[config.mk]
export PLATFORM = sky130hd
export DESIGN_NAME = fifo_queue_delete_by_value
export DESIGN_NICKNAME = d
export VERILOG_FILES = /design/src/rtl/core/fqd_pkg.sv /design/src/rtl/core/fifo_queue_delete_by_value.sv /design/src/rtl/core/fqd_cell.sv
export SDC_FILE = /design/constraint.sdc
export NUM_CORES = 1
export LEC_CHECK = 0
export BUFFER_PORTS_ARGS = -buffer_cell sky130_fd_sc_hd__buf_2
export CAP_MARGIN = 10
export CORE_MARGIN = 2
export CORE_UTILIZATION = 56
export CTS_CLUSTER_SIZE = 8
export DETAILED_ROUTE_END_ITERATION = 8
export PLACE_DENSITY = 0.78
export SKIP_CTS_REPAIR_TIMING = 1
export SYNTH_ARGS = -nofsm -noshare
export SYNTH_HDL_FRONTEND = slang
export SYNTH_SLANG_ARGS = --single-unit
[constraint.sdc]
create_clock -name clk -period 8 [get_ports clk]
set_input_delay 1.6 -clock clk [delete_from_list [all_inputs] [get_ports clk]]
set_output_delay 1.6 -clock clk [all_outputs]
set_load 0.02 [all_outputs]
[src/rtl/core/fqd_pkg.sv]
`timescale 1ns / 1ps
// shared types and constants for the delete-by-value queue
package fqd_pkg;

    localparam int DATA_W = 32;

    typedef enum logic [2:0] {
        MODE_APPEND = 3'd0,
        MODE_DROP   = 3'd1,
        MODE_DELETE = 3'd2,
        MODE_PEEK   = 3'd3,
        MODE_CLEAR  = 3'd4
    } fqd_mode_t;

    typedef struct packed {
        logic              drop;
        logic              del;
        logic              app;
        logic [DATA_W-1:0] value;
    } fqd_cmd_t;

    typedef struct packed {
        logic live;
        logic tail;
    } fqd_cell_ctl_t;

endpackage

[src/rtl/core/fifo_queue_delete_by_value.sv]
`timescale 1ns / 1ps
// Bounded FIFO of signed 32-bit values with append, drop head, delete first match, peek and
// clear. Entries live in a row of cells, head in cell 0; every cell compares its entry against
// the beat's value at once and the first matching cell and all cells after it shift one place toward the head.
// One beat is taken per clock and its result appears in the output register on the next clock;
// the input stalls only while that register holds a result the output side is stalling.
// Append to a full queue leaves it unchanged and raises rejected.
module fifo_queue_delete_by_value #(
    parameter int QUEUE_DEPTH = 16,
    localparam int CNT_W      = $clog2(QUEUE_DEPTH + 1)
) (
    input  logic                        clk,
    input  logic                        rst_n,
    input  logic                        in_valid,
    output logic                        in_stall,
    input  logic [2:0]                  mode,
    input  logic signed [31:0]          value,
    output logic                        out_valid,
    input  logic                        out_stall,
    output logic                        head_valid,
    output logic signed [31:0]          head_value,
    output logic [CNT_W-1:0]            occupancy,
    output logic                        found,
    output logic                        rejected
);

    logic                        accept;
    fqd_pkg::fqd_cmd_t           cmd;
    logic                        op_drop;
    logic                        op_del;
    logic                        op_app;
    logic                        op_clear;
    logic [CNT_W-1:0]            count_reg;
    logic [CNT_W-1:0]            count_next;
    logic                        full;
    logic                        found_now;

    logic [fqd_pkg::DATA_W-1:0]  cell_data [QUEUE_DEPTH];
    logic [fqd_pkg::DATA_W-1:0]  cell_next [QUEUE_DEPTH];
    logic                        seen [QUEUE_DEPTH+1];

    logic                        out_valid_reg;
    logic                        head_valid_reg;
    logic [31:0]                 head_value_reg;
    logic [CNT_W-1:0]            occupancy_reg;
    logic                        found_reg;
    logic                        rejected_reg;

    assign in_stall = out_valid_reg && out_stall;
    assign accept   = in_valid && !in_stall;
    assign full     = (count_reg == CNT_W'(QUEUE_DEPTH));

    always_comb
    begin
        op_drop  = 1'b0;
        op_del   = 1'b0;
        op_app   = 1'b0;
        op_clear = 1'b0;
        unique case (fqd_pkg::fqd_mode_t'(mode))
            fqd_pkg::MODE_APPEND: op_app   = accept && !full;
            fqd_pkg::MODE_DROP:   op_drop  = accept;
            fqd_pkg::MODE_DELETE: op_del   = accept;
            fqd_pkg::MODE_CLEAR:  op_clear = accept;
            default:              ;
        endcase
    end

    assign cmd.drop  = op_drop;
    assign cmd.del   = op_del;
    assign cmd.app   = op_app;
    assign cmd.value = value;

    assign seen[0] = 1'b0;

    for (genvar i = 0; i < QUEUE_DEPTH; i++)
    begin : g_cell
        fqd_pkg::fqd_cell_ctl_t     ctl;
        logic [fqd_pkg::DATA_W-1:0] from_right;

        assign ctl.live = (CNT_W'(i) < count_reg);
        assign ctl.tail = (CNT_W'(i) == count_reg);

        if (i == QUEUE_DEPTH - 1)
        begin : g_last
            assign from_right = '0;
        end
        else
        begin : g_mid
            assign from_right = cell_data[i+1];
        end

        fqd_cell u_cell (
            .clk       (clk),
            .cmd       (cmd),
            .ctl       (ctl),
            .data_in   (from_right),
            .seen_in   (seen[i]),
            .data      (cell_data[i]),
            .data_next (cell_next[i]),
            .seen_out  (seen[i+1])
        );
    end

    assign found_now = op_del && seen[QUEUE_DEPTH];

    always_comb
    begin
        count_next = count_reg;
        priority if (op_clear)
        begin
            count_next = '0;
        end
        else if (op_app)
        begin
            count_next = count_reg + CNT_W'(1);
        end
        else if ((op_drop && (count_reg != '0)) || found_now)
        begin
            count_next = count_reg - CNT_W'(1);
        end
    end

    always_ff @(posedge clk or negedge rst_n)
    begin
        if (!rst_n)
        begin
            count_reg     <= '0;
            out_valid_reg <= 1'b0;
        end
        else
        begin
            count_reg <= count_next;
            if (accept)
            begin
                out_valid_reg <= 1'b1;
            end
            else if (!out_stall)
            begin
                out_valid_reg <= 1'b0;
            end
        end
    end

    always_ff @(posedge clk)
    begin
        if (accept)
        begin
            head_valid_reg <= (count_next != '0);
            head_value_reg <= (count_next != '0) ? cell_next[0] : '0;
            occupancy_reg  <= count_next;
            found_reg      <= found_now;
            rejected_reg   <= (fqd_pkg::fqd_mode_t'(mode) == fqd_pkg::MODE_APPEND) && full;
        end
    end

    assign out_valid  = out_valid_reg;
    assign head_valid = head_valid_reg;
    assign head_value = head_value_reg;
    assign occupancy  = occupancy_reg;
    assign found      = found_reg;
    assign rejected   = rejected_reg;

endmodule

[src/rtl/core/fqd_cell.sv]
`timescale 1ns / 1ps
// one queue slot: holds an entry, matches it and shifts toward the head
module fqd_cell (
    input  logic                          clk,
    input  fqd_pkg::fqd_cmd_t             cmd,
    input  fqd_pkg::fqd_cell_ctl_t        ctl,
    input  logic [fqd_pkg::DATA_W-1:0]    data_in,
    input  logic                          seen_in,
    output logic [fqd_pkg::DATA_W-1:0]    data,
    output logic [fqd_pkg::DATA_W-1:0]    data_next,
    output logic                          seen_out
);

    logic [fqd_pkg::DATA_W-1:0] data_reg;
    logic                       hit;
    logic                       shift;

    assign hit      = ctl.live && (data_reg == cmd.value);
    assign seen_out = seen_in | hit;
    assign shift    = cmd.drop | (cmd.del & seen_out);

    always_comb
    begin
        priority if (shift)
        begin
            data_next = data_in;
        end
        else if (cmd.app && ctl.tail)
        begin
            data_next = cmd.value;
        end
        else
        begin
            data_next = data_reg;
        end
    end

    always_ff @(posedge clk)
    begin
        data_reg <= data_next;
    end

    assign data = data_reg;

endmodule

# Word-level counts from Yosys, hierarchy flattened
# Index checks and enable logic that the tools add are counted.
# classes
n_mux,39
magnitude_cmp,16
bitwise_logic,47
n_eq_ne,36
reduce_logical,59
n_addsub,2
# op_table
op,count
two-way mux 32 bit,30
== test 32 bit,16
"== test 4 x 5 -> 1 bit, first input constant",8
"less-than comparator 4 x 5 -> 1 bit, first input constant",8
logical AND 1 bit,38
OR 1 bit,31
nonzero test 2 bit,14
"== test 3 x 5 -> 1 bit, first input constant",4
"less-than comparator 3 x 5 -> 1 bit, first input constant",4
bitwise AND 1 bit,16
two-way mux 5 bit,3
"== test 2 x 5 -> 1 bit, first input constant",2
"less-than comparator 1 x 5 -> 1 bit, first input constant",2
"less-than comparator 2 x 5 -> 1 bit, first input constant",2
nonzero test 5 bit,2
two-way mux 1 bit,6
"adder 5 x 1 -> 5 bit, second input constant",1
"== test 1 x 5 -> 1 bit, first input constant",1
"== test 5 bit, second input constant",1
logical NOT 5 bit,1
"subtractor 5 x 1 -> 5 bit, second input constant",1
"== test 3 x 1 -> 1 bit, second input constant",1
"== test 3 x 2 -> 1 bit, second input constant",1
"== test 3 bit, second input constant",1
other kinds (4),5
# totals
regBits,558
output_inout_bits,42
word_cells,222
input_bits,39

# Depth between registers and ports, before layout
# logic_depth
word_depth,23
ltp_mapped,14
ltp_nobuf,10

# Hierarchy
# A second synthesis with hierarchy kept.
# hier_totals
hier_cells,2723
area_unflattened_um2,33916.3
# by_module_without_submodules
module,n_inst,seq_area_each_um2,area_per_inst_um2,cells_per_inst
fqd_cell,16,640.6,1960.6,158
fifo_queue_delete_by_value,1,1351.3,2546.2,195

# Least setup slack after synthesis
# Ideal clock, no wire load.
# synth_path
path_type,input to register
from,input in_valid
to,"register g_cell[11].u_cell.data_reg, in the netlist g_cell[11].u_cell.data[0] (enable)"
setup_ns,0.658
n_path_buf,2
required_time_ns,7.342
arrival_ns,5.749
path_slack_ns,1.593
stages,11
path_cell_list,a21bo_2 -> clkinv_1 -> nand2_1 -> nor4b_1 -> nand4_1 -> nand3_1 -> or3_1 -> clkbuf_1 -> nor2_2 -> buf_2 -> o21ai_0
# synth_between
elab_chain_cells,5
elab_cells_between_ends,9
cone_classes,mux: 3; bitwise: 2; reduce/logical: 4
# synth_rtl
item,line_no,text
from (decl),fifo_queue_delete_by_value.sv:14,"input logic in_valid,"
logical AND 1 bit (*),fifo_queue_delete_by_value.sv:50,assign accept = in_valid && !in_stall;
named net accept,fifo_queue_delete_by_value.sv:27,logic accept;
two-way mux 1 bit / logical AND 1 bit (equally long branches),"fifo_queue_delete_by_value.sv:59, fifo_queue_delete_by_value.sv:60",
bitwise AND 1 bit / two-way mux 1 bit (equally long branches),"fqd_cell.sv:20, fifo_queue_delete_by_value.sv:59",
OR 1 bit / logical AND 1 bit (equally long branches),"fqd_cell.sv:20, fqd_cell.sv:28",
nonzero test 2 bit (no line) (*),--,
to (signal assigned),fqd_cell.sv:40,data_reg <= data_next;
to (decl),fqd_cell.sv:14,logic [fqd_pkg::DATA_W-1:0] data_reg;
# The timed path passes the listed nets; every way through them passes the cells marked *.
# A chain may end at the register's enable or synchronous reset.

==> out/results.tsv <==
stage	metric	value	unit
floorplan	core area	0.0551	mm²
layout	Layout area overhead	10.1	%
synthesis	library cells used by synthesis	63	
timing	Final Max Slew Viols	0	
run_status	outcome	finished, final reports clean	
timing	Clock Skews	0.0323	ns
floorplan	# rows	86	
global_route	first-pass GRT wire length	137000	µm
setup_path	element type at the critical path end	flop	
layout	max FFs per register	512	
pwr	power density over cell area	218	mW/mm²
timing	slew margin rel.	26.0	%
synthesis	cell area after synthesis	0.0312	mm²
timing	RSZ-0062 raised after global routing	false	
synthesis	Seq/Total Area, Yosys	51.5	%
timing	minimum clock period	5.73	ns
placed_design	routability cong.	0.994	
drt	DR vias	21216	
clock_tree	Clock Root Buffer	clkbuf_16	
pwr	maximum vdd drop	0.179	mV
job	Max Cap Viol	0	
synthesis	yosys warns	0	
setup_path	WP data arrival	6.08	ns
setup_path	peak fanout along the critical path	37	
global_route	all-layer global routing usage	32.2	%
placed_design	number of I/O port buffers	80	
drt	Pre-Repair DR Iteration Count	8	
setup_path	CP startpoint kind	primary input	
clock_tree	clk_lat worst skew	0.62	ns
synthesis	Synthesized Nets	2566	
timing	final hold vios	0	
global_route	largest net degree at the start of global routing	65	
clock_tree	CTS clk-pin slew, worst paths	0.05	ns
layout	Nets	2582	
clock_tree	CTS tree	yes	
drt	Routed Antenna Nets	0	
drt	total wire length	92300	µm
layout	most frequent cells in the layout	edfxtp_1, mux2_2, xnor2_1	
timing	final setup violation count	0	
clock_tree	clock buffer depth	3	
clock_tree	TritonCTS buffer count	79	
pwr	P_leak	11.3	nW
timing	Worst-Margin Slew	1.11	ns
drt	Residual DRC	0	
clock_tree	clock sink count	558	
timing	setup_tns	0	ns
synthesis	Yosys reg bits	558	
floorplan	Die Ht	240	µm
placed_design	Post-DP HPWL	64800	µm
clock_tree	htree depth	3	
floorplan	overall die area	0.0576	mm²
synthesis	syn_area_per_cell	12.4	µm²
placed_design	placed cell areas	0.0321	mm²
setup_path	Req. time, crit path	8.36	ns
layout	Final Cell Area	0.0343	mm²
hold_path	hold crit path type	reg -> reg	
global_route	initial antenna violation count	6	
timing	Max Fclk	175	MHz
synthesis	Mapped Cells	2522	
synthesis	asr flop ratio synth	1.08	%
drt	WL/cell	27.8	µm
drt	DRT iter0 DRCs	2389	
drt	vias per inst	6.39	
floorplan	Starting Density	56.6	%
layout	layout cell share with drive strength beyond 1	27.7	%
global_route	GRT overflow	0	
global_route	vias in the first global route	21384	
timing	period utilisation layout	71.6	%
setup_path	WS Path Type	in -> reg	
synthesis	leading register cell type out of synthesis	edfxtp_1	
layout	Final Core Density	62.3	%
floorplan	num ports	81	
floorplan	die width	240	µm
synthesis	Post-synth EDFFs	488	
layout	commonest non-fill, non-tap cell in the layout	edfxtp_1	
## metrics by stage
| stage | hold slack, ns | cells | worst slack (ns) | total power [mW] |
|---|---|---|---|---|
| floorplan | 0.458 | 2522 | 1.59 | 4.16 |
| global placement | 0.466 | 3203 | 1.89 | 4.43 |
| detailed placement | 0.478 | 3203 | 1.84 | 4.45 |
| CTS | 0.485 | 3319 | 2.46 | 7.47 |
| global route | 0.500 | 3321 | 2.20 | 7.69 |
| finish | 0.485 | 3322 | 2.27 | 7.49 |
## Yosys cell counts (all sizes together), types with 12 or more instances
library cell  count  area [µm²]
edfxtp          488       14700
xnor2           404        3540
clkbuf           95         357
nand4           187        1170
o21ai            12        60.1
xor2            109         955
mux2            449        5060
nor4             79         494
a21oi            36         180
nand2           121         457
nor2             72         275
mux2i            33         330
nor3             24         125
nand3            26         130
buf             120         646
a31oi            34         213
dfxtp            64        1280
inv              40         150
a21o             33         248
## final cells by class
type / count / area [µm²]
repair buffers: 150 / 953
diodes: 1 / 2.50
multi-input cells: 1708 / 14000
flip-flops and latches: 558 / 16100
inverters: 41 / 154
fillers: 4255 / 20700
clock inverters: 4 / 42.5
well taps: 748 / 936
clock buffers: 112 / 2130
## layer usage
layer | share of wire [%] | up-vias | track usage [%]
li1 | - | 9295 | -
met1 | 40 | 10503 | 42.4
met2 | 47 | 1133 | 52.0
met3 | 8.4 | 279 | 6.54
met4 | 4.5 | 6 | 13.6
met5 | 0.040 | - | 0
## logic make-up (layout without fill, tap and decap cells)
| group | after synthesis | in the layout | share of synthesized area [%] |
|---|---|---|---|
| buf+inv | 256 | 307 | 3.70 |
| compound gates | 139 | 139 | 2.93 |
| flops | 558 | 558 | 51.5 |
| other cells | 0 | 1 | 0 |
| mux | 482 | 482 | 17.3 |
| simple gates | 569 | 569 | 9.96 |
| fa+ha+maj | 5 | 5 | 0.200 |
| xor+xnor | 513 | 513 | 14.4 |
## power breakdown
part,total [mW],switching [mW],internal [mW]
registers,3.40,0.0933,3.31
logic,1.04,0.639,0.398
clock network,3.05,1.23,1.82
## worst paths after layout
check / from / to / slack, ns / cells past startpoint
min: g_cell[15].u_cell.data[1] / g_cell[15].u_cell.data[1] / 0.48 / 2
min reg2reg: g_cell[15].u_cell.data[1] / g_cell[15].u_cell.data[1] / 0.48 / 2
max: value[14] / g_cell[14].u_cell.data[13] / 2.27 / 12
max reg2reg: count_reg[2] / g_cell[14].u_cell.data[13] / 2.73 / 11
min in group asynchronous: rst_n / out_valid / 0.81 / 1
max in group asynchronous: rst_n / count_reg[4] / 7.03 / 1
## worst max-delay path: stages
cell and delay (ns):
buf_2 0.69, xor2_1 0.19, nor4_1 0.47, nand4_1 0.16
or3_1 0.43, nand3_2 0.11, buf_4 0.43, nor3_1 0.26
and3_1 0.21, buf_4 0.28, nand2_2 0.73, mux2_2 0.42
Power figures use the tool's default switching activity.
